`src/sv/stvm_ram.sv`:
```
// ----------------------------------------------------------------------------
// stvm_ram
// Simple dual-port RAM: one write port, one read port, registered read.
// ----------------------------------------------------------------------------
`default_nettype none

module stvm_ram #(
    parameter int WIDTH = 32,
    parameter int DEPTH = 32,
    localparam int AW = (DEPTH > 1) ? $clog2(DEPTH) : 1
) (
    input  wire logic             clk,
    input  wire logic             wr_en,
    input  wire logic [AW-1:0]    wr_addr,
    input  wire logic [WIDTH-1:0] wr_data,
    input  wire logic             rd_en,
    input  wire logic [AW-1:0]    rd_addr,
    output logic      [WIDTH-1:0] rd_data
);

    logic [WIDTH-1:0] mem [DEPTH];

    always_ff @(posedge clk)
    begin
        if (wr_en)
        begin
            mem[wr_addr] <= wr_data;
        end
        if (rd_en)
        begin
            rd_data <= mem[rd_addr];
        end
    end

endmodule

`default_nettype wire

```
`config.mk`:
```
export PLATFORM = sky130hd
export DESIGN_NAME = stvm_ram
export DESIGN_NICKNAME = d
export VERILOG_FILES = /design/src/sv/stvm_ram.sv
export SDC_FILE = /design/constraint.sdc
export NUM_CORES = 1
export LEC_CHECK = 0
export BUFFER_PORTS_ARGS = -buffer_cell sky130_fd_sc_hd__buf_2
export CORE_ASPECT_RATIO = 1.4
export CORE_MARGIN = 2
export CORE_UTILIZATION = 50
export CTS_BUF_LIST = sky130_fd_sc_hd__clkbuf_8 sky130_fd_sc_hd__clkbuf_16
export DETAILED_ROUTE_END_ITERATION = 10
export PLACE_DENSITY = 0.65
export SLEW_MARGIN = 30
export SYNTH_ARGS = -nofsm -noshare
export SYNTH_HDL_FRONTEND = slang
export SYNTH_SLANG_ARGS = --single-unit
```
`constraint.sdc`:
```
create_clock -name clk -period 2.6 [get_ports clk]
set_input_delay 0.13 -clock clk [delete_from_list [all_inputs] [get_ports clk]]
set_output_delay 0.13 -clock clk [all_outputs]
set_load 0.05 [all_outputs]
```
==> results.py <==
metrics = {
    "run_status": {
        "status": "finished clean",
    },
    "floorplanning": {
        "ios": 77,
        "die_w_um": 245,
        "die_y_um": 342,
        "start_util_pct": 50.2,
        "die_area_um2": 83900,
        "fp-row-count": 124,
        "coreArea_um2": 81300,
    },
    "timing": {
        "grt_setup_unrepaired": "no",
        "fmax_mhz": 621,
        "maxSlewViolCount": 0,
        "hold_viol": 0,
        "min_period_ns": 1.61,
        "maxSlewHeadroom_pct": 39.4,
        "skew_ns": 0.0201,
        "fin_setup_tns_ns": 0,
        "setup_viol": 0,
        "timing.final.crit_share_pct": 61.9,
        "worst_slew_pin_slew_ns": 0.909,
        "layout_setup_ws_ns": 0.990,
    },
    "global_routing": {
        "antenna_found_initial": 5,
        "grt_pass1_wl_um": 148000,
        "track_usage_pct": 24.7,
        "first_global_vias": 21904,
        "overflow": 0,
        "grt_max_degree": 68,
    },
    "route": {
        "drc": 0,
        "viasPerCell": 6.05,
        "vias": 21673,
        "drtIter0Drc": 2066,
        "routed_wl_um": 104000,
        "routedWlPerCell_um": 28.9,
        "drtPass1Iterations": 5,
        "ant_nets": 0,
    },
    "synthesis": {
        "synth_top_family_by_area": "multiplexers",
        "synth-simple-area-share_pct": 3.08,
        "netlist_top_cells_area": "edfxtp_1 (78%), mux2i_1 (13%), a22oi_1 (1.8%)",
        "synth_seq_area_share_pct": 77.7,
        "synth.mux.area_fraction_pct": 12.6,
        "postSynthAreaPerCell_um2": 18.1,
        "synth-compound-area-share_pct": 4.81,
        "yosysTopAreaCell": "edfxtp_1",
        "syn_nets": 2305,
        "synth-xor-area-share_pct": 0,
        "synthCells": 2260,
        "synth_cell_type_count": 24,
        "synth_area_um2": 40800,
        "synth.top_cell.area_share_pct": 77.7,
        "synth_fa_ha_area_share_pct": 0,
        "ys_warn_count": 0,
        "ys_seq_elements": 1056,
    },
    "clock_tree": {
        "clk_pin_slew_ns": 0.07,
        "clock_latency_ns": 0.65,
        "htree_levels": 3,
        "cts_resized": 0,
        "post_cts_buffers": 0,
        "postCtsHoldBufs": 32,
        "root_buffer": "clkbuf_16",
        "clockBufferDepth": 3,
        "cts_inserted_buffers": 90,
        "cts.sinks": 1056,
        "cts_tree": "done",
    },
    "placement": {
        "portBuffers": 76,
        "dp_slack_ns": 0.398,
        "hpwlAfterDp_um": 54100,
        "gp_congestion": 0.767,
        "post_dp_cell_area_um2": 43600,
    },
    "worst_setup_path": {
        "cp_top_family": "flip-flops",
        "worstSetupEndpointType": "output pin",
        "worstPathArrival_ns": 1.48,
        "cpPeakStageDelay_ns": 0.47,
        "path_max_fanout": 1,
        "cp-start-kind": "register",
        "cp_cell_sequence": "buf_2",
        "cpMaxStageDelayCell": "edfxtp_1",
        "crit_buf_inv": 1,
        "required_ns": 2.47,
        "crit_type": "register to output pin",
    },
    "finish": {
        "syn_to_final_growth_pct": 14.6,
        "layout_common_cells": "edfxtp_1 (1056), mux2i_1 (512), nand3_1 (98)",
        "drive_above_1_share_pct": 14.2,
        "fin_util_pct": 57.5,
        "nets": 2490,
        "design_area_um2": 46800,
        "final_common_cell": "edfxtp_1",
        "num_antenna_cells": 0,
    },
    "flow_run": {
        "maxCapViolations": 0,
    },
    "power": {
        "p_per_area_nw_per_um2": 735,
        "totalPowerFinal_mw": 34.3,
        "p_leak_nw": 16.3,
        "irDropWorstVdd_uv": 495,
    },
    "min_path": {
        "min_path_type": "input port to register",
    },
}
[worst paths after layout]
check                                  from  slack (ns)  cells after the start           to
worst max-delay path            rd_data[14]        0.99                      1  rd_data[14]
worst min-delay path                  rd_en        0.18                      1  rd_data[20]
worst max register to register    mem[6][7]        0.99                      5   rd_data[7]
worst min register to register  mem[10][10]        0.66                      4  rd_data[10]
[cell usage after synthesis]
master and count:
edfxtp_1 1056, mux2i_1 512, nand2_1 98, nand3_1 98, a21oi_1 96, a22oi_1 96, a22o_1 64, clkbuf_1 46
nor2_1 34, buf_4 33, a31oi_1 32, nor3_1 32, buf_2 26, buf_6 15, buf_1 5, nand3b_1 5
or3b_2 3, clkbuf_4 2, nand2b_1 2, and2_1 1, and2b_1 1, nor2b_1 1, or2_2 1, or3_1 1
[report_power, final]
group	total (mW)	internal, mW	switching (mW)
logic	2.02	0.661	1.36
registers	19.1	19.0	0.0715
clock network	13.3	7.40	5.86
[registers in the layout, summed over array words and instances, names as in the netlist]
name and count:
mem 1024, rd_data 32
[cell families after synthesis]
family / after synthesis
AND/OR/NAND/NOR: 277
AO/OA/AOI/OAI: 288
flip-flops: 1056
multiplexers: 512
buffers and inverters: 127
[worst register-to-register path, stage by stage, from the launching register on]
cell,delay [ns]
edfxtp_1,0.37
mux2i_1,0.15
a22o_1,0.16
nor3_1,0.05
a31oi_1,0.33
nand3_1,0.25
[layer usage]
metal	part of all wire (%)	wire (um)	track usage (%)	vias up
met1	39	40500	32.1	11280
met2	51	52800	42.7	823
met5	0.051	53	0	-
met4	3.5	3670	9.03	10
met3	6.3	6530	3.26	195
li1	-	-	-	9365
[final cells by class]
class | count | area [um^2]
Clock buffer | 90 | 2250
Clock inverter | 71 | 624
Fill cell | 6089 | 34500
Multi-Input combinational cell | 1077 | 8610
Sequential cell | 1056 | 31700
Tap cell | 1071 | 1340
Timing Repair Buffer | 220 | 2210
[metrics by stage]
stage	hold slack [ns]	instances
floorplan	0.229	2260
global placement	0.603	3392
detailed placement	0.628	3392
CTS	0.125	3585
global route	0.140	3585
finish	0.180	3585
Power figures use the tool's default switching activity.
