===== src/sv/stvm_pkg.sv =====
// ----------------------------------------------------------------------------
// stvm_pkg
// Shared types, codes and widths for the signature table value matcher.
// ----------------------------------------------------------------------------
`default_nettype none

package stvm_pkg;

    localparam int TABLE_DEPTH_DEF = 32;
    localparam int LIST_DEPTH_DEF  = 8;

    localparam int ID_W       = 16;
    localparam int VAL_W      = 32;
    localparam int FUZZ_W     = 16;
    localparam int CFG_IDX_W  = 2;
    localparam int CFG_DATA_W = 16;
    localparam int MODE_W     = 3;

    // result queue between the walk pipeline and the output port
    localparam int RQ_DEPTH = 4;

    localparam logic signed [VAL_W-1:0] SENTINEL     = -32'sd1;
    localparam logic signed [VAL_W-1:0] FLAG_ZERO    = 32'sd0;
    localparam logic signed [VAL_W-1:0] FLAG_NONZERO = 32'sd1;
    localparam logic signed [VAL_W-1:0] STRAT_RANDOM = 32'sd0;
    localparam logic signed [VAL_W-1:0] STRAT_INCR   = 32'sd1;
    localparam logic signed [VAL_W-1:0] STRAT_ZERO   = 32'sd2;

    typedef enum logic [1:0] {
        CMD_INSERT  = 2'd0,
        CMD_APPEND  = 2'd1,
        CMD_OBSERVE = 2'd2
    } cmd_t;

    typedef enum logic [MODE_W-1:0] {
        MODE_ZNZ      = 3'd0,
        MODE_ZNZ_ORIG = 3'd1,
        MODE_VALUE    = 3'd2,
        MODE_RANGE    = 3'd3,
        MODE_INTERVAL = 3'd4,
        MODE_LIST     = 3'd5,
        MODE_STRATEGY = 3'd6
    } mode_t;

    typedef enum logic [1:0] {
        V_NO_MATCH = 2'd0,
        V_MATCH    = 2'd1,
        V_NONE     = 2'd2
    } verdict_t;

    typedef enum logic [1:0] {
        ST_OK         = 2'd0,
        ST_DUPLICATE  = 2'd1,
        ST_TABLE_FULL = 2'd2,
        ST_LIST_FULL  = 2'd3
    } status_t;

    typedef enum logic [CFG_IDX_W-1:0] {
        CFG_MATCH_MODE = 2'd0,
        CFG_FUZZY      = 2'd1,
        CFG_THRESHOLD  = 2'd2
    } cfg_idx_t;

    typedef enum logic [3:0] {
        S_IDLE,
        S_INS_SCAN,
        S_INS_DECIDE,
        S_INS_SHIFT,
        S_INS_FIN,
        S_APP_READ,
        S_APP_WRITE,
        S_OBSERVE,
        S_STATUS
    } state_t;

    typedef struct packed {
        logic [ID_W-1:0] id;
        verdict_t        verdict;
        logic            has_entry;
        status_t         status;
        logic            last;
    } result_t;

endpackage

`default_nettype wire


===== src/sv/stvm_rq.sv =====
// ----------------------------------------------------------------------------
// stvm_rq
// Small result queue in front of the output port.
// ----------------------------------------------------------------------------
`default_nettype none

module stvm_rq
    import stvm_pkg::*;
#(
    parameter int DEPTH = RQ_DEPTH,
    localparam int PTR_W = (DEPTH > 1) ? $clog2(DEPTH) : 1,
    localparam int CNT_W = $clog2(DEPTH + 1)
) (
    input  wire logic       clk,
    input  wire logic       rst_n,
    input  wire logic       push,
    input  wire result_t    push_data,
    input  wire logic       pop,
    output result_t         head,
    output logic            not_empty,
    output logic [CNT_W-1:0] count
);

    result_t          slots [DEPTH];
    logic [PTR_W-1:0] wr_ptr_reg;
    logic [PTR_W-1:0] wr_ptr_next;
    logic [PTR_W-1:0] rd_ptr_reg;
    logic [PTR_W-1:0] rd_ptr_next;
    logic [CNT_W-1:0] count_reg;
    logic [CNT_W-1:0] count_next;
    logic             do_pop;

    assign not_empty = (count_reg != '0);
    assign do_pop    = pop && not_empty;
    assign head      = slots[rd_ptr_reg];
    assign count     = count_reg;

    always_comb
    begin
        wr_ptr_next = wr_ptr_reg;
        rd_ptr_next = rd_ptr_reg;
        count_next  = count_reg;
        if (push)
        begin
            wr_ptr_next = (wr_ptr_reg == PTR_W'(DEPTH - 1)) ? '0 : wr_ptr_reg + PTR_W'(1);
        end
        if (do_pop)
        begin
            rd_ptr_next = (rd_ptr_reg == PTR_W'(DEPTH - 1)) ? '0 : rd_ptr_reg + PTR_W'(1);
        end
        if (push && !do_pop)
        begin
            count_next = count_reg + CNT_W'(1);
        end
        else if (do_pop && !push)
        begin
            count_next = count_reg - CNT_W'(1);
        end
    end

    always_ff @(posedge clk or negedge rst_n)
    begin
        if (!rst_n)
        begin
            wr_ptr_reg <= '0;
            rd_ptr_reg <= '0;
            count_reg  <= '0;
        end
        else
        begin
            wr_ptr_reg <= wr_ptr_next;
            rd_ptr_reg <= rd_ptr_next;
            count_reg  <= count_next;
        end
    end

    always_ff @(posedge clk)
    begin
        if (push)
        begin
            slots[wr_ptr_reg] <= push_data;
        end
    end

endmodule

`default_nettype wire


===== config.mk =====
export PLATFORM = sky130hd
export DESIGN_NAME = stvm_rq
export DESIGN_NICKNAME = d
export VERILOG_FILES = /design/src/sv/stvm_pkg.sv /design/src/sv/stvm_rq.sv
export SDC_FILE = /design/constraint.sdc
export NUM_CORES = 1
export LEC_CHECK = 0
export BUFFER_PORTS_ARGS = -buffer_cell sky130_fd_sc_hd__buf_2
export CAP_MARGIN = 40
export CORE_MARGIN = 3
export CORE_UTILIZATION = 40
export DETAILED_ROUTE_END_ITERATION = 7
export PLACE_DENSITY_LB_ADDON = 0.15
export SLEW_MARGIN = 20
export SYNTH_ARGS = -nofsm -noshare
export SYNTH_HDL_FRONTEND = slang
export SYNTH_SLANG_ARGS = --single-unit

===== constraint.sdc =====
create_clock -name clk -period 6.2 [get_ports clk]
set_input_delay 0.31 -clock clk [delete_from_list [all_inputs] [get_ports clk]]
set_output_delay 0.31 -clock clk [all_outputs]
set_load 0.02 [all_outputs]

==> results_dict.tcl <==
set metrics [dict create \
    core_area_um2 8763 \
    avgSynthCellArea_um2 24.02 \
    largest_reg_flops 88 \
    io_buffer_count 51 \
    die_w_um 101.2 \
    yosys.area.top_type "edfxtp_1" \
    fin_crit_sh 0.3646 \
    syn_nets 184 \
    ys_warn_count 0 \
    relSlewSlack 0.6109 \
    grt.total_usage 0.1338 \
    final_core_util 0.4880 \
    htree_levels 3 \
    seq_power_share 0.452 \
    cp.required_ns 6.46 \
    std_cell_rows 34 \
    root_buffer "clkbuf_8" \
    fin_crit_ns 2.261 \
    die_area_um2 10250 \
    ant_nets 0 \
    synth_simple_gate_area_frac 0.01690 \
    cp_data_arrival_time_ns 2.52 \
    p_int_mw 1.351 \
    timing.fmax_ghz 0.4424 \
    hold_viol 0 \
    synth_top_family_by_area "multiplexers" \
    drt_iter0_drc 58 \
    antenna_found_initial 0 \
    wire_per_inst_um 18.56 \
    async_flop_share 0.07368 \
    worstSkewPairLatency_ns 0.35 \
    synth.ff_latch_count 95 \
    finClkSkew_ns 0.01049 \
    start_util 0.4139 \
    critPathMostFrequentCell "xor2_1" \
    cts_resized 0 \
    critical_path.top_delay_family "simple AND/OR/NAND/NOR gates" \
    p_leak_nw 1.521 \
    grt_overflow_total 0 \
    vias 1666 \
    gp_congestion 0.7435 \
    grt_max_degree 26 \
    vias_per_cell 5.064 \
    crit_fanout 4 \
    fin_total_pwr_mw 1.979 \
    die_y_um 101.2 \
    hp-class "in2reg" \
    clk_path_buf_depth 2 \
    path_class "reg2reg" \
    cts_tree "built" \
    yosysMostFrequentCell "edfxtp_1" \
    tightest_slew_ns 0.5836 \
    rsz0062_at_grt "no" \
    grt_pass1_wl_mm 9.846 \
    first_global_vias 1845 \
    startpoint_type "flop" \
    outcome "complete, no violations" \
    crit_path_max_incr_delay_ns 0.45 \
    crit_buf_inv 1 \
    synth_compound_area_frac 0.002760 \
    synth_area_leaders "edfxtp_1, mux4_2, dfrtp_1" \
    synth_ff_type "edfxtp_1" \
    p_comb_frac 0.333 \
    synthAdderAreaFrac 0.02622 \
    ys_top_cells_by_count "edfxtp_1, mux4_2, dfrtp_1" \
    io_pins 52 \
    max_cap_violations 0 \
    power.density_nw_per_um2 462.7 \
    setup_tns_ns 0 \
    slowest_stage "dfrtp_1" \
    ys_seq_area_frac 0.7768 \
    synth-xor-area-share 0.007244 \
    synth-edff-count 88 \
    setup_viol 0 \
    worstPathCellList "or3_4 -> nand2_2 -> ha_1 -> inv_1 -> fa_1 -> xor2_1 -> nor2_1 -> xor2_1" \
    slew_violations 0 \
    path_clk_slew_ns 0.09 \
    clkSinkCount 95 \
    end_kind "flop" \
    totalWireLength_mm 6.106 \
    clkPwrFrac 0.216 \
    ys_types 19 \
    synth.mux.area_fraction 0.1501 \
    n_antenna_cell 0 \
    power.switching_mw 0.6278 \
    irDropWorstVdd_mv 0.2443 \
    drive_above_1_share 0.4389 \
    drc 0 \
    syn_to_final_growth_pct 17.90 \
    numCtsBuffers 9 \
    dr.pass1.iters 4 \
    dp_hpwl_mm 4.033 \
    syn_inst 151 \
    syn_area_um2 3627 \
    synth_top_area_frac 0.7285 \
    p_sw_frac 0.3173 \
    fin_nets 249 \
]
[power by group through the flow]
stage	Clock, mW	Combinational, mW	Sequential (mW)
6_report	0.427	0.659	0.894
5_1_grt	0.474	0.712	0.908
4_1_cts	0.440	0.623	0.931
3_5_place_dp	0	0.619	0.946
3_3_place_gp	0	0.566	0.952
2_1_floorplan	0	0.484	0.887
[kinds of logic after synthesis]
logic type,count (synthesis)
xor gates and xnor gates,3
muxes,25
buffers and inverters,8
DFF,95
and+or+nand+nor,11
AOI/OAI and AO/OA,2
adders and majority gates,7
[layer usage]
layer  wire length (µm)  share of wire  global-route usage
met1               2563           0.42              0.1650
met2               3101           0.51              0.2198
met3                308          0.050             0.03788
met4                132          0.022             0.06135
met5                  0              0                   0
[what timing repair did]
item                      CTS  global route
buffers inserted            0             0
hold buffers                1             0
hold endpoints to repair    7             0
[cell type report]
cell class                      count  area, µm²
Fill cell                         720       4487
Tap cell                          108      135.1
Inverter                            3      11.26
Clock buffer                       10      127.6
Timing Repair Buffer               59      360.3
Clock inverter                      6      85.08
Multi-Input combinational cell     48      738.2
Sequential cell                    95       2819
[per-stage QoR]
step | hold slack, ns | instances | instance area, µm² | worst slack, ns
3_3_place_gp | 0.1458 | 306 | 3965 | 4.159
4_1_cts | 0.1485 | 328 | 4257 | 3.728
5_1_grt | 0.1452 | 329 | 4277 | 3.862
2_1_floorplan | 0.01441 | 151 | 3627 | 4.086
6_report | 0.1657 | 329 | 4277 | 3.939
3_5_place_dp | 0.1557 | 311 | 4034 | 4.024
[cells in the final DEF, fill, tap and decap left out]
cell and count:
nand2_2 1, and2_1 3, and2_2 1, xor2_1 2, buf_6 2, o21ai_0 2, clkbuf_1 1, nor2_1 3
inv_1 3, mux4_1 4, bufinv_16 2, fa_1 1, clkinv_1 1, nand2_1 2, edfxtp_1 88, buf_8 3
dfrtp_1 6, ha_1 6, clkinv_2 1, buf_2 51, buf_4 1, dfrtp_2 1, buf_12 1, mux2_2 3
xnor2_1 1, clkinv_4 1, mux4_2 18, clkinvlp_4 1, clkbuf_8 9, or3_4 1, dlygate4sd3_1 1
[worst register-to-register path: cells and delay by family, from the launching register on]
| kind | cells | cell delay, ns |
|---|---|---|
| AND/OR/NAND/NOR | 3 | 0.66 |
| adder cells (fa/ha/maj) | 2 | 0.58 |
| flip-flops | 1 | 0.45 |
| XOR/XNOR | 2 | 0.41 |
| buffers and inverters | 1 | 0.07 |
[path summary, 6_finish.rpt]
kind	slack (ns)	cells past startpoint	startpoint	endpoint
setup / recovery	3.94	8	count[0]	count[2]
setup reg to reg	3.94	8	count[0]	count[2]
min in group asynchronous	0.31	2	rst_n	wr_ptr_reg[1]
hold / removal	0.17	1	push_data[6]	slots[3][6]
max in group asynchronous	5.72	2	rst_n	rd_ptr_reg[0]
hold reg to reg	0.55	1	count[2]	count[2]
(Power assumes the default switching activity.)
