--- config.mk ---
export PLATFORM = sky130hd
export DESIGN_NAME = stvm_judge
export DESIGN_NICKNAME = d
export VERILOG_FILES = /design/src/sv/stvm_pkg.sv /design/src/sv/stvm_judge.sv
export SDC_FILE = /design/constraint.sdc
export NUM_CORES = 1
export LEC_CHECK = 0
export BUFFER_PORTS_ARGS = -buffer_cell sky130_fd_sc_hd__buf_2
export CAP_MARGIN = 5
export CORE_AREA = 2 2 163 165
export DETAILED_ROUTE_END_ITERATION = 10
export DIE_AREA = 0 0 165 167
export PLACE_DENSITY = 0.75
export RECOVER_POWER = 100
export SLEW_MARGIN = 5
export SYNTH_ARGS = -nofsm -noshare
export SYNTH_HDL_FRONTEND = slang
export SYNTH_SLANG_ARGS = --single-unit
--- constraint.sdc ---
create_clock -name vclk -period 7.9
set_input_delay 0.395 -clock vclk [all_inputs]
set_output_delay 0.395 -clock vclk [all_outputs]
set_load 0.005 [all_outputs]
--- src/sv/stvm_pkg.sv ---
// ----------------------------------------------------------------------------
// stvm_pkg
// Shared types, codes and widths for the signature table value matcher.
// ----------------------------------------------------------------------------
`default_nettype none

package stvm_pkg;

    localparam int TABLE_DEPTH_DEF = 32;
    localparam int LIST_DEPTH_DEF  = 8;

    localparam int ID_W       = 16;
    localparam int VAL_W      = 32;
    localparam int FUZZ_W     = 16;
    localparam int CFG_IDX_W  = 2;
    localparam int CFG_DATA_W = 16;
    localparam int MODE_W     = 3;

    // result queue between the walk pipeline and the output port
    localparam int RQ_DEPTH = 4;

    localparam logic signed [VAL_W-1:0] SENTINEL     = -32'sd1;
    localparam logic signed [VAL_W-1:0] FLAG_ZERO    = 32'sd0;
    localparam logic signed [VAL_W-1:0] FLAG_NONZERO = 32'sd1;
    localparam logic signed [VAL_W-1:0] STRAT_RANDOM = 32'sd0;
    localparam logic signed [VAL_W-1:0] STRAT_INCR   = 32'sd1;
    localparam logic signed [VAL_W-1:0] STRAT_ZERO   = 32'sd2;

    typedef enum logic [1:0] {
        CMD_INSERT  = 2'd0,
        CMD_APPEND  = 2'd1,
        CMD_OBSERVE = 2'd2
    } cmd_t;

    typedef enum logic [MODE_W-1:0] {
        MODE_ZNZ      = 3'd0,
        MODE_ZNZ_ORIG = 3'd1,
        MODE_VALUE    = 3'd2,
        MODE_RANGE    = 3'd3,
        MODE_INTERVAL = 3'd4,
        MODE_LIST     = 3'd5,
        MODE_STRATEGY = 3'd6
    } mode_t;

    typedef enum logic [1:0] {
        V_NO_MATCH = 2'd0,
        V_MATCH    = 2'd1,
        V_NONE     = 2'd2
    } verdict_t;

    typedef enum logic [1:0] {
        ST_OK         = 2'd0,
        ST_DUPLICATE  = 2'd1,
        ST_TABLE_FULL = 2'd2,
        ST_LIST_FULL  = 2'd3
    } status_t;

    typedef enum logic [CFG_IDX_W-1:0] {
        CFG_MATCH_MODE = 2'd0,
        CFG_FUZZY      = 2'd1,
        CFG_THRESHOLD  = 2'd2
    } cfg_idx_t;

    typedef enum logic [3:0] {
        S_IDLE,
        S_INS_SCAN,
        S_INS_DECIDE,
        S_INS_SHIFT,
        S_INS_FIN,
        S_APP_READ,
        S_APP_WRITE,
        S_OBSERVE,
        S_STATUS
    } state_t;

    typedef struct packed {
        logic [ID_W-1:0] id;
        verdict_t        verdict;
        logic            has_entry;
        status_t         status;
        logic            last;
    } result_t;

endpackage

`default_nettype wire

--- src/sv/stvm_judge.sv ---
// ----------------------------------------------------------------------------
// stvm_judge
// Verdict of one stored signature against the observed value.
// ----------------------------------------------------------------------------
`default_nettype none

module stvm_judge
    import stvm_pkg::*;
#(
    parameter int LIST_DEPTH = LIST_DEPTH_DEF,
    localparam int LCNT_W = $clog2(LIST_DEPTH + 1)
) (
    input  wire mode_t                    mode,
    input  wire logic [FUZZ_W-1:0]        fuzzy_delta,
    input  wire logic [FUZZ_W-1:0]        strategy_threshold,
    input  wire logic signed [VAL_W-1:0]  lo,
    input  wire logic signed [VAL_W-1:0]  hi,
    input  wire logic signed [VAL_W-1:0]  obs,
    input  wire logic signed [VAL_W-1:0]  orig,
    input  wire logic [LCNT_W-1:0]        list_count,
    input  wire logic [LIST_DEPTH*VAL_W-1:0] list_row,
    output verdict_t                      verdict
);

    logic signed [VAL_W:0] lo_x;
    logic signed [VAL_W:0] hi_x;
    logic signed [VAL_W:0] obs_x;
    logic signed [VAL_W:0] orig_x;
    logic signed [VAL_W:0] delta_x;
    logic signed [VAL_W:0] thr_x;
    logic signed [VAL_W:0] win_lo;
    logic signed [VAL_W:0] diff;
    logic                  list_hit;
    logic                  m;

    assign lo_x    = {lo[VAL_W-1], lo};
    assign hi_x    = {hi[VAL_W-1], hi};
    assign obs_x   = {obs[VAL_W-1], obs};
    assign orig_x  = {orig[VAL_W-1], orig};
    assign delta_x = {{(VAL_W + 1 - FUZZ_W){1'b0}}, fuzzy_delta};
    assign thr_x   = {{(VAL_W + 1 - FUZZ_W){1'b0}}, strategy_threshold};
    assign win_lo  = hi_x - delta_x;
    // exact in 33 bits for any pair of 32-bit operands
    assign diff    = obs_x - orig_x;

    always_comb
    begin
        list_hit = 1'b0;
        for (int i = 0; i < LIST_DEPTH; i++)
        begin
            if ((LCNT_W'(i) < list_count) && (list_row[i*VAL_W +: VAL_W] == obs))
            begin
                list_hit = 1'b1;
            end
        end
    end

    always_comb
    begin
        m       = 1'b0;
        verdict = V_NONE;
        case (mode)
            MODE_ZNZ:
            begin
                m = ((obs == 0) && (lo == FLAG_ZERO)) || ((obs != 0) && (lo == FLAG_NONZERO));
                verdict = m ? V_MATCH : V_NO_MATCH;
            end
            MODE_ZNZ_ORIG:
            begin
                m = ((obs == 0) && (lo == FLAG_ZERO))
                    || ((obs != orig) && (obs != 0) && (lo == FLAG_NONZERO))
                    || ((obs == orig) && (lo == SENTINEL));
                verdict = m ? V_MATCH : V_NO_MATCH;
            end
            MODE_VALUE:
            begin
                m = (obs == lo) || ((obs != 0) && (lo == SENTINEL));
                verdict = m ? V_MATCH : V_NO_MATCH;
            end
            MODE_RANGE:
            begin
                // fuzzy window below the high bound when low is zero and high is at least the delta
                if ((lo == 0) && (hi_x >= delta_x))
                begin
                    m = (win_lo <= obs_x) && (obs_x <= hi_x);
                end
                else
                begin
                    m = (lo_x < obs_x) && (obs_x <= hi_x);
                end
                verdict = m ? V_MATCH : V_NO_MATCH;
            end
            MODE_INTERVAL:
            begin
                m = (lo_x < obs_x) && (obs_x < hi_x);
                verdict = m ? V_MATCH : V_NO_MATCH;
            end
            MODE_LIST:
            begin
                verdict = list_hit ? V_MATCH : V_NO_MATCH;
            end
            MODE_STRATEGY:
            begin
                if (((diff > thr_x) || (diff < 0)) && (lo == STRAT_RANDOM))
                begin
                    verdict = V_MATCH;
                end
                else if ((diff > 0) && (diff <= thr_x) && (lo == STRAT_INCR))
                begin
                    verdict = V_MATCH;
                end
                else if ((diff == 0) && (lo == STRAT_ZERO))
                begin
                    verdict = V_MATCH;
                end
                else
                begin
                    verdict = V_NONE;
                end
            end
            default:
            begin
                verdict = V_NONE;
            end
        endcase
    end

endmodule

`default_nettype wire

==> flow_metrics.py <==
metrics = {
    "status": {
        "outcome": "finished clean",
    },
    "placed_design": {
        "portBuffers": 425,
        "dp.cells": 2049,
        "dp_hpwl_um": 38800,
        "gp_congestion": 0.987,
    },
    "cts": {
        "postCtsSetupRepairBufs": 0,
        "cts-resized-gates": 0,
        "cts_hold_buf": 0,
    },
    "sta": {
        "drv_slew": 0,
        "max_freq_mhz": 175,
        "rsz0062_at_grt": "no",
        "post-route-period-util": 0.721,
        "hold_violations": 0,
        "period_minus_slack_ns": 5.70,
        "worstMarginPinSlew_ns": 0.780,
        "maxSlewHeadroom": 0.480,
        "setup_tns_ns": 0,
        "setup_violations": 0,
    },
    "critical_path": {
        "cp_top_family": "compound AO/OA/AOI/OAI gates",
        "crit_fanout": 12,
        "required_ns": 7.51,
        "critPathCaptureType": "primary output",
        "max_stage_delay_ns": 0.69,
        "crit_path_start_kind": "input pin",
        "path_buf_inv": 3,
        "worstSetupPathType": "input pin to primary output",
        "worstPathArrival_ns": 5.30,
        "crit_chain": "buf_2, inv_1, ha_1, fa_1, nand2b_1, a21bo_2, a211o_1, a211oi_1, o21ai_0, and2_1, ha_1, nand2_1, a311oi_1, nor4_1, a211oi_1, a21oi_1, a221oi_1, a31o_1, buf_2",
        "slowest_stage": "a221oi_1",
    },
    "drt": {
        "routed_wl_um": 46800,
        "routedWlPerCell_um": 22.8,
        "vias": 11900,
        "drc_errors": 0,
        "avgViaCountPerCell": 5.76,
        "dr.pass1.iters": 6,
        "drtIter0Drc": 852,
        "ant_nets": 0,
    },
    "floorplan": {
        "core_mm2": 0.0258,
        "die_y_um": 167,
        "ios": 425,
        "dieArea_mm2": 0.0276,
        "die_w_um": 165,
        "row_count": 59,
        "initial_core_util": 0.367,
    },
    "global_route": {
        "grt_max_degree": 13,
        "grt_pass1_vias": 12000,
        "grt_overflow": 0,
        "grt_pass1_wl_um": 67900,
        "grt.total_usage": 0.326,
        "antenna_found_initial": 9,
    },
    "synthesis": {
        "ys_warn_count": 0,
        "seq_area_frac_synth": 0,
        "postSynthAreaPerCell_um2": 7.08,
        "synthCells": 1335,
        "synth_area_mm2": 0.00946,
        "synth_fp_nets": 1921,
        "synth_cell_type_count": 69,
    },
    "pwr": {
        "irDropWorstVdd_uv": 53.8,
        "power.leakage_uw": 0.00580,
        "p_per_area_mw_per_mm2": 70.1,
    },
    "final_layout": {
        "nNetsFinal": 2302,
        "post-route-util": 0.459,
        "fillers": 2708,
        "drive_above_1_share": 0.257,
        "nClkBuffers": 0,
        "seq_cell_count": 0,
        "area_growth_pct": 25.2,
        "fin_cells": 2056,
        "seqCellArea_um2": 0,
        "multi_input_area_mm2": 0.00876,
    },
    "run": {
        "maxCapViolCount": 0,
    },
    "min_path": {
        "hold_path.class": "input pin to primary output",
    },
}
[report_power, final]
group          internal (µW)  switching [µW]  total (µW)
logic                    355             474         829
clock network       0.000119               0    0.000119
registers                  0               0           0
total                    355             474         829
[logic make-up (layout without fill, tap and decap cells)]
kind of cell | count (synthesis) | in the layout | share of synthesized area
AO/OA/AOI/OAI | 267 | 267 | 0.191
multiplexers | 6 | 6 | 0.00648
AND/OR/NAND/NOR | 417 | 417 | 0.235
buffers and inverters | 182 | 561 | 0.0726
other | 0 | 7 | 0
XOR/XNOR | 300 | 300 | 0.278
adder cells (fa/ha/maj) | 163 | 163 | 0.217
[per-layer routing]
layer	vias up	GRT usage	wire length, µm
met3	180	0.0548	3730
met4	4	0.180	3020
li1	5584	-	-
met1	5457	0.369	17600
met5	-	0	27
met2	627	0.575	22400
[through the flow]
step                      total power [µW]  instance area [µm²]  worst slack [ns]  hold slack (ns)
after floorplan                        513                 9460              3.31            0.867
after global placement                 801                11800              2.52             1.20
after detailed placement               817                11800              2.43             1.20
after CTS                              821                11800              2.41             1.20
after global routing                   913                11800              1.88             1.23
final                                  829                11800              2.20             1.21
[tightest hold or removal path, cell delays in order]
cell	delay [ns]
buf_2	0.17
nand2_1	0.09
nor2_1	0.04
buf_2	0.12
[layout by cell type, fill, tap and decap left out, types with 34 or more instances in the layout]
cell,netlist,final
o21ai_0,48,48
nor2_1,67,67
xor2_1,106,106
nor3_1,34,34
nand4_1,86,86
nand2_1,68,68
a21oi_1,62,62
xnor2_1,194,194
nor4_1,64,64
buf_2,3,424
ha_1,161,161
a21o_1,41,41
inv_1,136,136
[worst paths after layout]
path / start / end / cells after the start
max: obs[0] / verdict[0] / 19
min: mode[1] / verdict[1] / 4
[cell usage after synthesis, types with 4 or more instances]
cell,instances,share of area
a2111oi_0,4,0.0037
o21a_1,21,0.017
mux2i_1,5,0.0053
nor3_1,34,0.018
nor4_1,64,0.042
a31oi_1,7,0.0046
inv_1,136,0.054
or3_1,5,0.0033
nand2_1,68,0.027
a21boi_0,6,0.0048
nor2_1,67,0.027
and3_1,8,0.0053
o21ai_0,48,0.025
xnor2_1,194,0.18
o211ai_1,9,0.0071
nand3_1,33,0.017
a211oi_1,13,0.010
xor2_1,106,0.098
nand2b_1,13,0.0086
o41ai_1,5,0.0046
nand4_1,86,0.057
nor2b_1,17,0.011
clkbuf_1,43,0.017
ha_1,161,0.21
or4_1,4,0.0032
o22ai_1,8,0.0053
a21o_1,41,0.033
a21oi_1,62,0.033
[layout make-up]
type	instances	share of cell area
multi-input combinational	1153	0.740
timing repair buffer	425	0.180
antenna	7	0.00148
tap	335	0.0354
inverter	136	0.0431
Power figures use the tool's default switching activity.
